**src/rtl/ftc_pkg.sv**
```systemverilog
// Package: shared types, constants, register indexes and the plane distance function of the frustum clipper.
`default_nettype none
package ftc_pkg;
  localparam int MaxVerts = 10;
  localparam int IdxW = 4;
  localparam int CntW = 5;
  localparam int NumPlanes = 6;
  localparam int ResultLimit = 7;

  typedef enum logic [2:0] {
    REG_COS_X = 3'd0,
    REG_SIN_X = 3'd1,
    REG_COS_Y = 3'd2,
    REG_SIN_Y = 3'd3,
    REG_NEAR  = 3'd4,
    REG_FAR   = 3'd5
  } reg_idx_t;

  typedef struct packed {
    logic signed [31:0] x;
    logic signed [31:0] y;
    logic signed [31:0] z;
  } vert_t;

  typedef struct packed {
    vert_t v0;
    vert_t v1;
    vert_t v2;
  } tri_t;

  typedef struct packed {
    logic [14:0] cx;
    logic [14:0] sx;
    logic [14:0] cy;
    logic [14:0] sy;
    logic [30:0] near_d;
    logic [30:0] far_d;
  } cfg_t;

  typedef struct packed {
    vert_t a;
    vert_t b;
    vert_t c;
    logic  tvalid;
    logic  last;
  } res_t;

  typedef enum logic [3:0] {
    ST_IDLE,
    ST_LOAD,
    ST_PSTART,
    ST_DPREV,
    ST_EDGE,
    ST_DIV,
    ST_MUL,
    ST_PUSHI,
    ST_PUSHC,
    ST_COPY,
    ST_EMIT,
    ST_WAIT
  } st_t;

  // Signed distance of a vertex to a plane, scale 2^-30.
  function automatic logic signed [49:0] plane_dist(input logic [2:0] p,
                                                    input vert_t v,
                                                    input cfg_t c);
    logic signed [49:0] xc, zs, yc, zsy, zn, fz;
    begin
      xc  = 50'(v.x * $signed({1'b0, c.cx}));
      zs  = 50'(v.z * $signed({1'b0, c.sx}));
      yc  = 50'(v.y * $signed({1'b0, c.cy}));
      zsy = 50'(v.z * $signed({1'b0, c.sy}));
      zn  = 50'(($signed({{18{v.z[31]}}, v.z}) - $signed({19'd0, c.near_d})) <<< 14);
      fz  = 50'(($signed({19'd0, c.far_d}) - $signed({{18{v.z[31]}}, v.z})) <<< 14);
      unique case (p)
        3'd0:    plane_dist = xc + zs;
        3'd1:    plane_dist = zs - xc;
        3'd2:    plane_dist = zsy - yc;
        3'd3:    plane_dist = yc + zsy;
        3'd4:    plane_dist = zn;
        default: plane_dist = fz;
      endcase
    end
  endfunction
endpackage
`default_nettype wire

```
**src/rtl/ftc_fifo.sv**
```systemverilog
// Two-entry queue of accepted triangles between front and back.
`default_nettype none
module ftc_fifo (
  input  wire logic           clk,
  input  wire logic           rst,
  input  wire logic           in_valid,
  output logic                in_ready,
  input  wire ftc_pkg::tri_t  in_data,
  output logic                out_valid,
  input  wire logic           out_ready,
  output ftc_pkg::tri_t       out_data
);
  ftc_pkg::tri_t mem [2];
  logic          wp, rp;
  logic [1:0]    cnt;

  assign in_ready  = (cnt != 2'd2);
  assign out_valid = (cnt != 2'd0);
  assign out_data  = mem[rp];

  // storage
  always_ff @(posedge clk) begin
    if (in_valid && in_ready) mem[wp] <= in_data;
  end

  // pointers
  always_ff @(posedge clk) begin
    if (rst) begin
      wp <= 1'b0; rp <= 1'b0; cnt <= 2'd0;
    end else begin
      if (in_valid && in_ready) wp <= ~wp;
      if (out_valid && out_ready) rp <= ~rp;
      cnt <= cnt + 2'(in_valid && in_ready) - 2'(out_valid && out_ready);
    end
  end
endmodule
`default_nettype wire

```
**config.mk**
```make
export PLATFORM = sky130hd
export DESIGN_NAME = ftc_fifo
export DESIGN_NICKNAME = d
export VERILOG_FILES = /design/src/rtl/ftc_pkg.sv /design/src/rtl/ftc_fifo.sv
export SDC_FILE = /design/constraint.sdc
export NUM_CORES = 1
export LEC_CHECK = 0
export BUFFER_PORTS_ARGS = -buffer_cell sky130_fd_sc_hd__buf_2
export CORE_ASPECT_RATIO = 0.6
export CORE_UTILIZATION = 30
export DETAILED_ROUTE_END_ITERATION = 8
export MAX_ROUTING_LAYER = met4
export SYNTH_ARGS = -nofsm -noshare
export SYNTH_HDL_FRONTEND = slang
export SYNTH_SLANG_ARGS = --single-unit
```
**constraint.sdc**
```tcl
create_clock -name clk -period 30.5 [get_ports clk]
set_input_delay 3.05 -clock clk [delete_from_list [all_inputs] [get_ports clk]]
set_output_delay 3.05 -clock clk [all_outputs]
set_load 0.03 [all_outputs]
```
==> run summary, run 1 <==
status: finished clean
first-pass GRT wire length: 67.3 mm
Starting DRT DRC Count: 585
max-cap violations: 0
setup tns final: 0 ns
Synth cell types: 17
Tcrit/Tclk final: 24.1%
actual slew at the worst max-slew pin: 1.13 ns
die height: 211 um
total wire length: 47.1 mm
Hold Startpoint: rp
crit path max fanout: 52
critical-path cell list: buf_4 > buf_4 > buf_4 > mux2_4 > buf_2
clock sink total: 581
P&R area growth vs syn: 25.2%
drt pass-1 iters: 4
DRC viols: 0
I/O Buffers: 581
endpoint type of the worst setup path: output port
post-synth top area cell: edfxtp_1
DIE AREA: 0.0739 sq mm
Area contributors post-synth: edfxtp_1, mux2_4, mux2_2
clk buf depth: 3
setup bufs post-CTS: 0
dpl cells: 2456
std cell rows: 76
vias in the first global route: 11100
reg2reg setup slack: 26.81 ns
Total Routing Usage GR: 12.4%
Mapped Area: 0.0218 sq mm
top-area cell type share of the netlist area: 79.2%
RSZ-0062 raised after global routing: false
fin crit period: 7.36 ns
P per Cell Area: 87.2 mW/mm^2
Hold Crit Class: reg -> reg
FMAX: 0.136 GHz
Ys Warns: 0
vias per std cell: 4.20
post-cts resize count: 0
CP arrival: 4.31 ns
Worst path max stage delay: 0.83 ns
Die W: 350 um
Syn Nets: 1214
Filler Cell Count: 6677
leakage power: 0.0104 uW
Final #Nets: 1829
Slew Limit Fails: 0
post-route ant nets: 0
Slew headroom: 24.8%
total gr overflow: 0
root buf cell: clkbuf_16
largest net degree at the start of global routing: 138
Mapped Cells: 920
sequential area share after synthesis: 79.7%
total core area: 0.0719 sq mm
share of layout cells above drive strength 1: 60.7%
CTS buffer count: 52
WP data required: 27.45 ns
GP Congestion: 0.790
CP Class: reg -> out
Setup-failing EPs final: 0
vias: 10700
Finished Layout Cells: 2558
Initial Utilization: 30.4%
initial antenna violation count: 10
Clk Latency, worst-skew pair: 0.59 ns
CTS tree: done
Worst Setup Start Kind: flip-flop
Yosys reg bits: 581
final hold vios: 0
Avg Inst Size Synth: 23.7 sq um
clock skew: 0.0118 ns
r2r startpoint: cnt[0]
hold buffers post-CTS: 0
H-tree depth: 2
DR WL/cell: 18.4 um
most frequent CP cell: buf_4
Worst-path clk slew: 0.06 ns
DP Wirelength: 32.2 mm
Peak VDD IR: 0.0597 mV
Ports: 582
Worst path slowest cell: buf_4
[layout by cell type, fill, tap and decap left out, types with 2 or more instances in the layout]
cell type / synthesis / final
clkinv_2: 0 / 10
clkinv_1: 0 / 11
clkbuf_1: 0 / 12
buf_2: 6 / 581
edfxtp_1: 576 / 576
diode_2: 0 / 10
ha_1: 2 / 2
nor2b_1: 2 / 2
nor2_1: 5 / 4
mux2_2: 89 / 89
clkbuf_16: 0 / 53
dfxtp_1: 5 / 4
mux2_4: 200 / 200
bufinv_16: 0 / 2
inv_8: 0 / 2
buf_4: 0 / 11
xnor2_1: 2 / 2
[cells in the mapped netlist]
| cell type | count |
|---|---|
| nor2_1 | 5 |
| xor2_1 | 1 |
| mux2_2 | 89 |
| o21a_1 | 1 |
| and3_1 | 1 |
| edfxtp_1 | 576 |
| mux2_4 | 200 |
| ha_1 | 2 |
| dfxtp_1 | 5 |
| or2_2 | 1 |
| inv_1 | 1 |
| buf_6 | 26 |
| nor2b_1 | 2 |
| buf_2 | 6 |
| nand2_1 | 1 |
| nand2b_1 | 1 |
| xnor2_1 | 2 |
[worst paths after layout]
check                   to  cells past startpoint
max          out_data[129]                      5
min reg2reg             rp                      2
max reg2reg    mem[0][130]                      5
min                     rp                      2
[per-layer routing]
metal / routed length, um / track usage [%]
met5: 0 / -
met4: 809 / 3.36
met3: 3960 / 4.28
met2: 22600 / 19.7
met1: 19700 / 15.0
[flip-flops by register name, indices dropped and copies added, names as in the netlist, named ones only]
name  flops
cnt       2
mem     576
wp        1
rp        1
[through the flow]
stage	cell area [sq um]	hold slack, ns	setup slack [ns]	utilization, %	power [uW]
floorplan	21800	0.481	14.49	-	1650
global placement	25800	0.497	23.77	35.8	1790
detailed placement	25800	0.504	23.70	35.8	1790
CTS	27300	0.523	23.03	38.0	2420
global route	27400	0.568	22.90	38.0	2480
finish	27400	0.517	23.14	38.0	2390
[worst max-delay path: cells and delay by family, from the launching register on]
kind                   cells  cell delay (ns)
buffers and inverters      4             2.47
DFF                        1             0.75
muxes                      1             0.36
[final cells by class]
type / instances / area, sq um / area share [%]
Antenna cell: 10 / 25.0 / 0.0915
Clock buffer: 65 / 1370 / 5.01
Clock inverter: 27 / 190 / 0.695
Inverter: 1 / 3.75 / 0.0137
Multi-Input combinational cell: 306 / 4130 / 15.1
Sequential cell: 581 / 17400 / 63.6
Tap cell: 975 / 1220 / 4.46
Timing Repair Buffer: 593 / 3010 / 11.0
[kinds of logic (layout without fill, tap and decap cells)]
logic type | after synthesis | count (layout) | synth area share, %
other | 0 | 10 | 0
AOI/OAI and AO/OA | 1 | 1 | 0.0344
muxes | 289 | 289 | 18.3
xor gates and xnor gates | 3 | 3 | 0.120
adders and majority gates | 2 | 2 | 0.115
buffers and inverters | 33 | 686 | 1.50
DFF | 581 | 581 | 79.7
and+or+nand+nor | 11 | 11 | 0.246
[power breakdown]
part,leakage (uW),internal (uW),switching [uW]
logic,0.00417,270,460
clock network,0.000768,336,283
registers,0.00542,1000,32.7
total,0.0104,1610,776
Power figures use the tool's default switching activity.
==> run 2: changes to the inputs <==
ABC_AREA = 1   (was not set)
clock period = 6.15 ns   (was 30.5 ns; I/O delays follow)
==> run 2 against run 1 <==
  * Setup slack got worse by 20 ns
  * Final area rose by 0.85%
  * Global-route usage down 0.20 points
  * First-iteration DRC count increased by 7.5%
  * Hold slack got worse by 0.32 ns
  * Clock power rose to 5.3 times the previous value
==> run summary, run 2 <==
total core area: 0.0719 sq mm (unchanged)
clock sink total: 581 (unchanged)
Final WS setup: 2.71 ns (was 23.14 ns)
met1 GRT Util: 14.8% (was 15.0%)
Die W: 350 um (about the same)
first-pass GRT wire length: 66.8 mm (was 67.3 mm)
sequential area share after synthesis: 79.6% (was 79.7%)
dpl cells: 2468 (was 2456)
number of flip-flops in the largest register: 576 (unchanged)
clock skew: 0.0129 ns (was 0.0118 ns)
CTS tree: done (unchanged)
commonest non-fill, non-tap cell in the layout: buf_2 (unchanged)
Syn Nets: 1227 (was 1214)
synth cell count leaders: edfxtp_1, mux2_4, mux2_2 (unchanged)
post-synth top area cell: edfxtp_1 (unchanged)
met2 Use GR: 19.2% (was 19.7%)
clk buf depth: 3 (unchanged)
initial antenna violation count: 14 (was 10)
DIE AREA: 0.0740 sq mm (was 0.0739 sq mm)
Clk Latency, worst-skew pair: 0.58 ns (was 0.59 ns)
status: finished clean (unchanged)
M3 GR Usage: 4.23% (was 4.28%)
Post-synth EDFFs: 576 (unchanged)
top-area cell type share of the netlist area: 79.1% (was 79.2%)
vias per std cell: 4.18 (was 4.20)
Peak VDD IR: 0.242 mV (was 0.0597 mV)
hold buffers post-CTS: 0 (unchanged)
max-cap violations: 0 (unchanged)
DP Wirelength: 31.1 mm (was 32.2 mm)
DR WL/cell: 17.8 um (was 18.4 um)
H-tree depth: 2 (unchanged)
post-cts resize count: 0 (unchanged)
Worst-path clk slew: 0.06 ns (about the same)
Largest delay share family, worst path: flip-flops (was buffers and inverters)
CTS buffer count: 53 (was 52)
Post-DP Area: 0.0259 sq mm (was 0.0258 sq mm)
leakage power: 0.0105 uW (was 0.0104 uW)
post-route ant nets: 0 (unchanged)
Most Crowded Layer GR: met2 (unchanged)
die height: 211 um (about the same)
Worst path slowest cell: dfxtp_4 (was buf_4)
actual slew at the worst max-slew pin: 1.09 ns (was 1.13 ns)
Ports: 582 (unchanged)
vias in the first global route: 11200 (was 11100)
endpoint type of the worst setup path: output port (unchanged)
Initial Utilization: 30.4% (about the same)
GP Congestion: 0.775 (was 0.790)
post-route cell area: 0.0276 sq mm (was 0.0274 sq mm)
Mapped Area: 0.0219 sq mm (was 0.0218 sq mm)
vias: 10800 (was 10700)
final hold vios: 0 (unchanged)
largest net degree at the start of global routing: 145 (was 138)
total wire length: 45.8 mm (was 47.1 mm)
Finished Layout Cells: 2575 (was 2558)
registers with the most flip-flops: mem (576), cnt (2) (unchanged)
I/O Buffers: 581 (unchanged)
Area contributors post-synth: edfxtp_1, mux2_4, mux2_2 (unchanged)
root buf cell: clkbuf_16 (unchanged)
total gr overflow: 0 (unchanged)
most used flip-flop cell after synthesis: edfxtp_1 (unchanged)
Avg Inst Size Synth: 23.4 sq um (was 23.7 sq um)
crit path max fanout: 106 (was 52)
CP Class: reg -> out (unchanged)
drt pass-1 iters: 4 (unchanged)
Yosys reg bits: 581 (unchanged)
P&R area growth vs syn: 26.2% (was 25.2%)
Setup-failing EPs final: 0 (unchanged)
Synth cell types: 12 (was 17)
Worst path max stage delay: 0.88 ns (was 0.83 ns)
Setup WS pre-CTS: 3.27 ns (was 23.70 ns)
Mapped Cells: 933 (was 920)
CP arrival: 2.82 ns (was 4.31 ns)
FMAX: 0.291 GHz
Hold Crit Class: in -> reg (was reg -> reg)
Worst Setup Start Kind: flip-flop (unchanged)
Final #Nets: 1842 (was 1829)
critical-path cell list: buf_12 > mux2_2 > buf_2 (was buf_4 > buf_4 > buf_4 > mux2_4 > buf_2)
ys async rst share: 0% (unchanged)
Biggest register: mem (unchanged)
Tcrit/Tclk final: 55.9%
fin crit period: 3.44 ns
reg2reg setup slack: 3.49 ns (was 26.81 ns)
Worst Path Buf+Inv: 2 (was 4)
count leader, synth: edfxtp_1 (unchanged)
highest-count cells in the layout ignoring fill and taps: buf_2, edfxtp_1, mux2_4 (unchanged)
P per Cell Area: 435 mW/mm^2 (was 87.2 mW/mm^2)
Starting DRT DRC Count: 629 (was 585)
RSZ-0062 raised after global routing: false (unchanged)
Slew headroom: 27.3% (was 24.8%)
std cell rows: 76 (unchanged)
Power, Total: 12000 uW (was 2390 uW)
Ys Warns: 0 (unchanged)
DRC viols: 0 (unchanged)
Slew Limit Fails: 0 (unchanged)
setup bufs post-CTS: 0 (unchanged)
WP data required: 5.53 ns (was 27.45 ns)
Total Routing Usage GR: 12.2% (was 12.4%)
share of layout cells above drive strength 1: 60.0% (was 60.7%)
setup tns final: 0 ns (unchanged)
run 2: routing by layer:
layer,wire length [um],vias to the layer above,part of all wire [%]
met5,0,-,0
met4,972,0,2.1
met3,3910,71,8.5
met2,21900,394,48
met1,19000,5342,42
li1,-,4966,-
run 2: per-stage QoR:
step	util, %	hold slack (ns)
floorplan	-	0.467
CTS	38.3	0.142
global route	38.4	0.152
detailed placement	36.0	0.503
finish	38.4	0.199
global placement	36.0	0.493
run 2: cells by family (layout without fill, tap and decap cells):
logic type,count (synthesis),after routing,synth area share (%)
muxes,288,288,18.3
other,0,14,0
DFF,581,581,79.6
buffers and inverters,40,693,1.61
adders and majority gates,2,2,0.114
AOI/OAI and AO/OA,2,2,0.0458
and+or+nand+nor,20,20,0.361
run 2: final cells by class:
type	count	area, sq um
well taps	975	1220
flip-flops and latches	581	17400
inverters	8	33.8
clock inverters	22	284
multi-input cells	312	4120
fillers	6679	44300
clock buffers	71	1410
diodes	14	35.0
repair buffers	592	3080
run 2: power by group:
part / total [uW] / switching [uW] / internal, uW / leakage [uW]
combinational: 3530 / 2220 / 1310 / 0.00422
sequential: 5190 / 174 / 5010 / 0.00542
clock: 3280 / 1390 / 1900 / 0.000818
total: 12000 / 3780 / 8220 / 0.0105
run 2: final timing paths:
path / startpoint / cells past startpoint / to
worst min register to register: rp / 2 / rp
worst max register to register: cnt[0] / 5 / mem[0][139]
worst max-delay path: flip-flop / 3 / out_data[31]
worst min-delay path: rst / 2 / cnt[0]
run 2: worst reg2reg max path: stages (launching register included):
cell and delay, ns:
dfxtp_1 0.36, inv_1 0.07, nand2_1 0.13, nand2_1 0.13
nor2_4 0.67, buf_12 0.53
==> run 3: changes to the inputs <==
clock period = 2.9 ns   (was 6.15 ns; I/O delays follow)
==> run 3 against run 2 <==
  * Sequential share of layout area fell by 6.9 points
  * Setup slack lost 2.4 ns
  * Sequential power rose by 110%
  * Die area did not move
  * Critical path depth is the same
  * Global-route usage rose by 0.80 points
  * Via count up 11%
  * Combinational power is 130% higher
  * Cell count grew 13%
  * Register-to-register slack got worse by 2.5 ns
  * First-iteration DRC count decreased by 9.9%
  * Hold slack got worse by 0.12 ns
  * Highest routed layer unchanged
==> run summary, run 3 (synthesis results as in run 2) <==
clock skew: 0.0108 ns (was 0.0129 ns)
status: finished clean (unchanged)
largest net degree at the start of global routing: 84 (was 145)
critical-path cell list: buf_12 > mux2_4 > buf_2 (was buf_12 > mux2_2 > buf_2)
Worst Setup Start Kind: flip-flop (unchanged)
clk buf depth: 3 (unchanged)
first-pass GRT wire length: 72.1 mm (was 66.8 mm)
vias: 12000 (was 10800)
Tcrit/Tclk final: 88.3%
Worst Path Buf+Inv: 2 (unchanged)
Hold EP: wp (was cnt[0])
clock sink total: 581 (unchanged)
Worst path max stage delay: 0.59 ns (was 0.88 ns)
Setup-failing EPs final: 0 (unchanged)
total wire length: 48.7 mm (was 45.8 mm)
Total Routing Usage GR: 13.0% (was 12.2%)
Initial Utilization: 30.4% (unchanged)
GP Congestion: 0.790 (was 0.775)
register area: 0.0174 sq mm (about the same)
DIE AREA: 0.0740 sq mm (unchanged)
post-route cell area: 0.0310 sq mm (was 0.0276 sq mm)
final hold vios: 0 (unchanged)
CP arrival: 2.27 ns (was 2.82 ns)
r2r startpoint: cnt[0] (unchanged)
Setup WS pre-CTS: 0.921 ns (was 3.27 ns)
Biggest register: mem (unchanged)
I/O Buffers: 581 (unchanged)
Largest delay share family, worst path: flip-flops (unchanged)
total core area: 0.0719 sq mm (unchanged)
FMAX: 0.390 GHz
highest-count cells in the layout ignoring fill and taps: buf_2, edfxtp_1, dlygate4sd3_1 (was buf_2, edfxtp_1, mux2_4)
die height: 211 um (unchanged)
total gr overflow: 0 (unchanged)
vias in the first global route: 12700 (was 11200)
Filler Cell Count: 6374 (was 6679)
Core Util, Final: 43.1% (was 38.4%)
P per Cell Area: 851 mW/mm^2 (was 435 mW/mm^2)
share of layout cells above drive strength 1: 52.2% (was 60.0%)
Slew headroom: 62.3% (was 27.3%)
fin crit period: 2.56 ns
r2r endpoint: mem[0][145] (was mem[0][139])
H-tree depth: 2 (unchanged)
hold buffers post-CTS: 290 (was 0)
post-cts resize count: 0 (unchanged)
setup bufs post-CTS: 0 (unchanged)
registers with the most flip-flops: mem (576), cnt (2) (unchanged)
final hold slack: 0.0743 ns (was 0.199 ns)
Slew Limit Fails: 0 (unchanged)
Ports: 582 (unchanged)
Worst path slowest cell: dfxtp_4 (unchanged)
post-route ant nets: 0 (unchanged)
Multi-input gate area: 0.00415 sq mm (was 0.00412 sq mm)
actual slew at the worst max-slew pin: 0.565 ns (was 1.09 ns)
Peak VDD IR: 0.572 mV (was 0.242 mV)
commonest non-fill, non-tap cell in the layout: buf_2 (unchanged)
vias per std cell: 4.14 (was 4.18)
Clk Latency, worst-skew pair: 0.59 ns (was 0.58 ns)
CP Class: reg -> out (unchanged)
CTS tree: done (unchanged)
leakage power: 0.0120 uW (was 0.0105 uW)
reg2reg setup slack: 0.95 ns (was 3.49 ns)
crit path max fanout: 59 (was 106)
max-cap violations: 0 (unchanged)
Worst-path clk slew: 0.06 ns (about the same)
endpoint type of the worst setup path: output port (unchanged)
number of flip-flops in the largest register: 576 (unchanged)
P&R area growth vs syn: 41.6% (was 26.2%)
Hold Startpoint: in_valid (was rst)
WP data required: 2.61 ns (was 5.53 ns)
Power, Total: 26400 uW (was 12000 uW)
drt pass-1 iters: 5 (was 4)
CTS buffer count: 53 (unchanged)
DR WL/cell: 16.8 um (was 17.8 um)
Post-DP Area: 0.0263 sq mm (was 0.0259 sq mm)
Starting DRT DRC Count: 567 (was 629)
Final WS setup: 0.339 ns (was 2.71 ns)
initial antenna violation count: 4 (was 14)
hold path cells: 3 (was 2)
root buf cell: clkbuf_16 (unchanged)
std cell rows: 76 (unchanged)
DP Wirelength: 33.0 mm (was 31.1 mm)
Final #Nets: 2169 (was 1842)
Die W: 350 um (unchanged)
DRC viols: 0 (unchanged)
R2R depth: 6 (was 5)
Hold Crit Class: in -> reg (unchanged)
RSZ-0062 raised after global routing: false (unchanged)
## run 3: changes by cell type in the layout (fill, tap and decap cells not counted), sizes merged
cell,previous run,this run
diode,14,2
dlygate4sd3,0,290
clkinv,13,18
buf,592,629
inv,7,10
bufinv,7,8
clkinvlp,3,1
## run 3: power by group
group,switching (uW),internal [uW]
Sequential,311,10600
Combinational,4980,3240
Clock,3010,4200
## run 3: final cells by class
cell class	count	area share, %
repair buffers	919	20.5
well taps	975	3.94
clock buffers	71	4.64
diodes	2	0.0162
multi-input cells	312	13.4
inverters	8	0.109
flip-flops and latches	581	56.2
clock inverters	29	1.14
## run 3: metrics by stage
stage               TNS [ns]  cells
floorplan           -1366.28    933
global placement           0   2505
detailed placement         0   2505
CTS                        0   2895
global route               0   2897
finish                     0   2897
## run 3: worst max path at each step
| stage | slack (ns) | depth (start not counted) | from | end |
|---|---|---|---|---|
| after floorplan | -2.38 | 4 | cnt[0] | mem[1][0] |
| after global placement | 0.94 | 4 | flip-flop | out_data[63] |
| after detailed placement | 0.92 | 4 | flip-flop | out_data[60] |
| after CTS | 0.25 | 4 | flip-flop | out_data[60] |
| after global routing | 0.22 | 4 | flip-flop | out_data[63] |
| final | 0.34 | 3 | flip-flop | out_data[211] |
## run 3: worst min-delay path, cell delays in order
cell and delay [ns]:
buf_2 0.16, a21oi_1 0.08, nor2_1 0.09
## run 3: routing by layer
layer  track usage, %  part of all wire (%)  vias up
met5                -                     0        -
met4             3.22                   1.6        0
met3             3.90                   7.7       55
met2             21.0                    48      362
met1             16.0                    42     5963
li1                 -                     -     5616
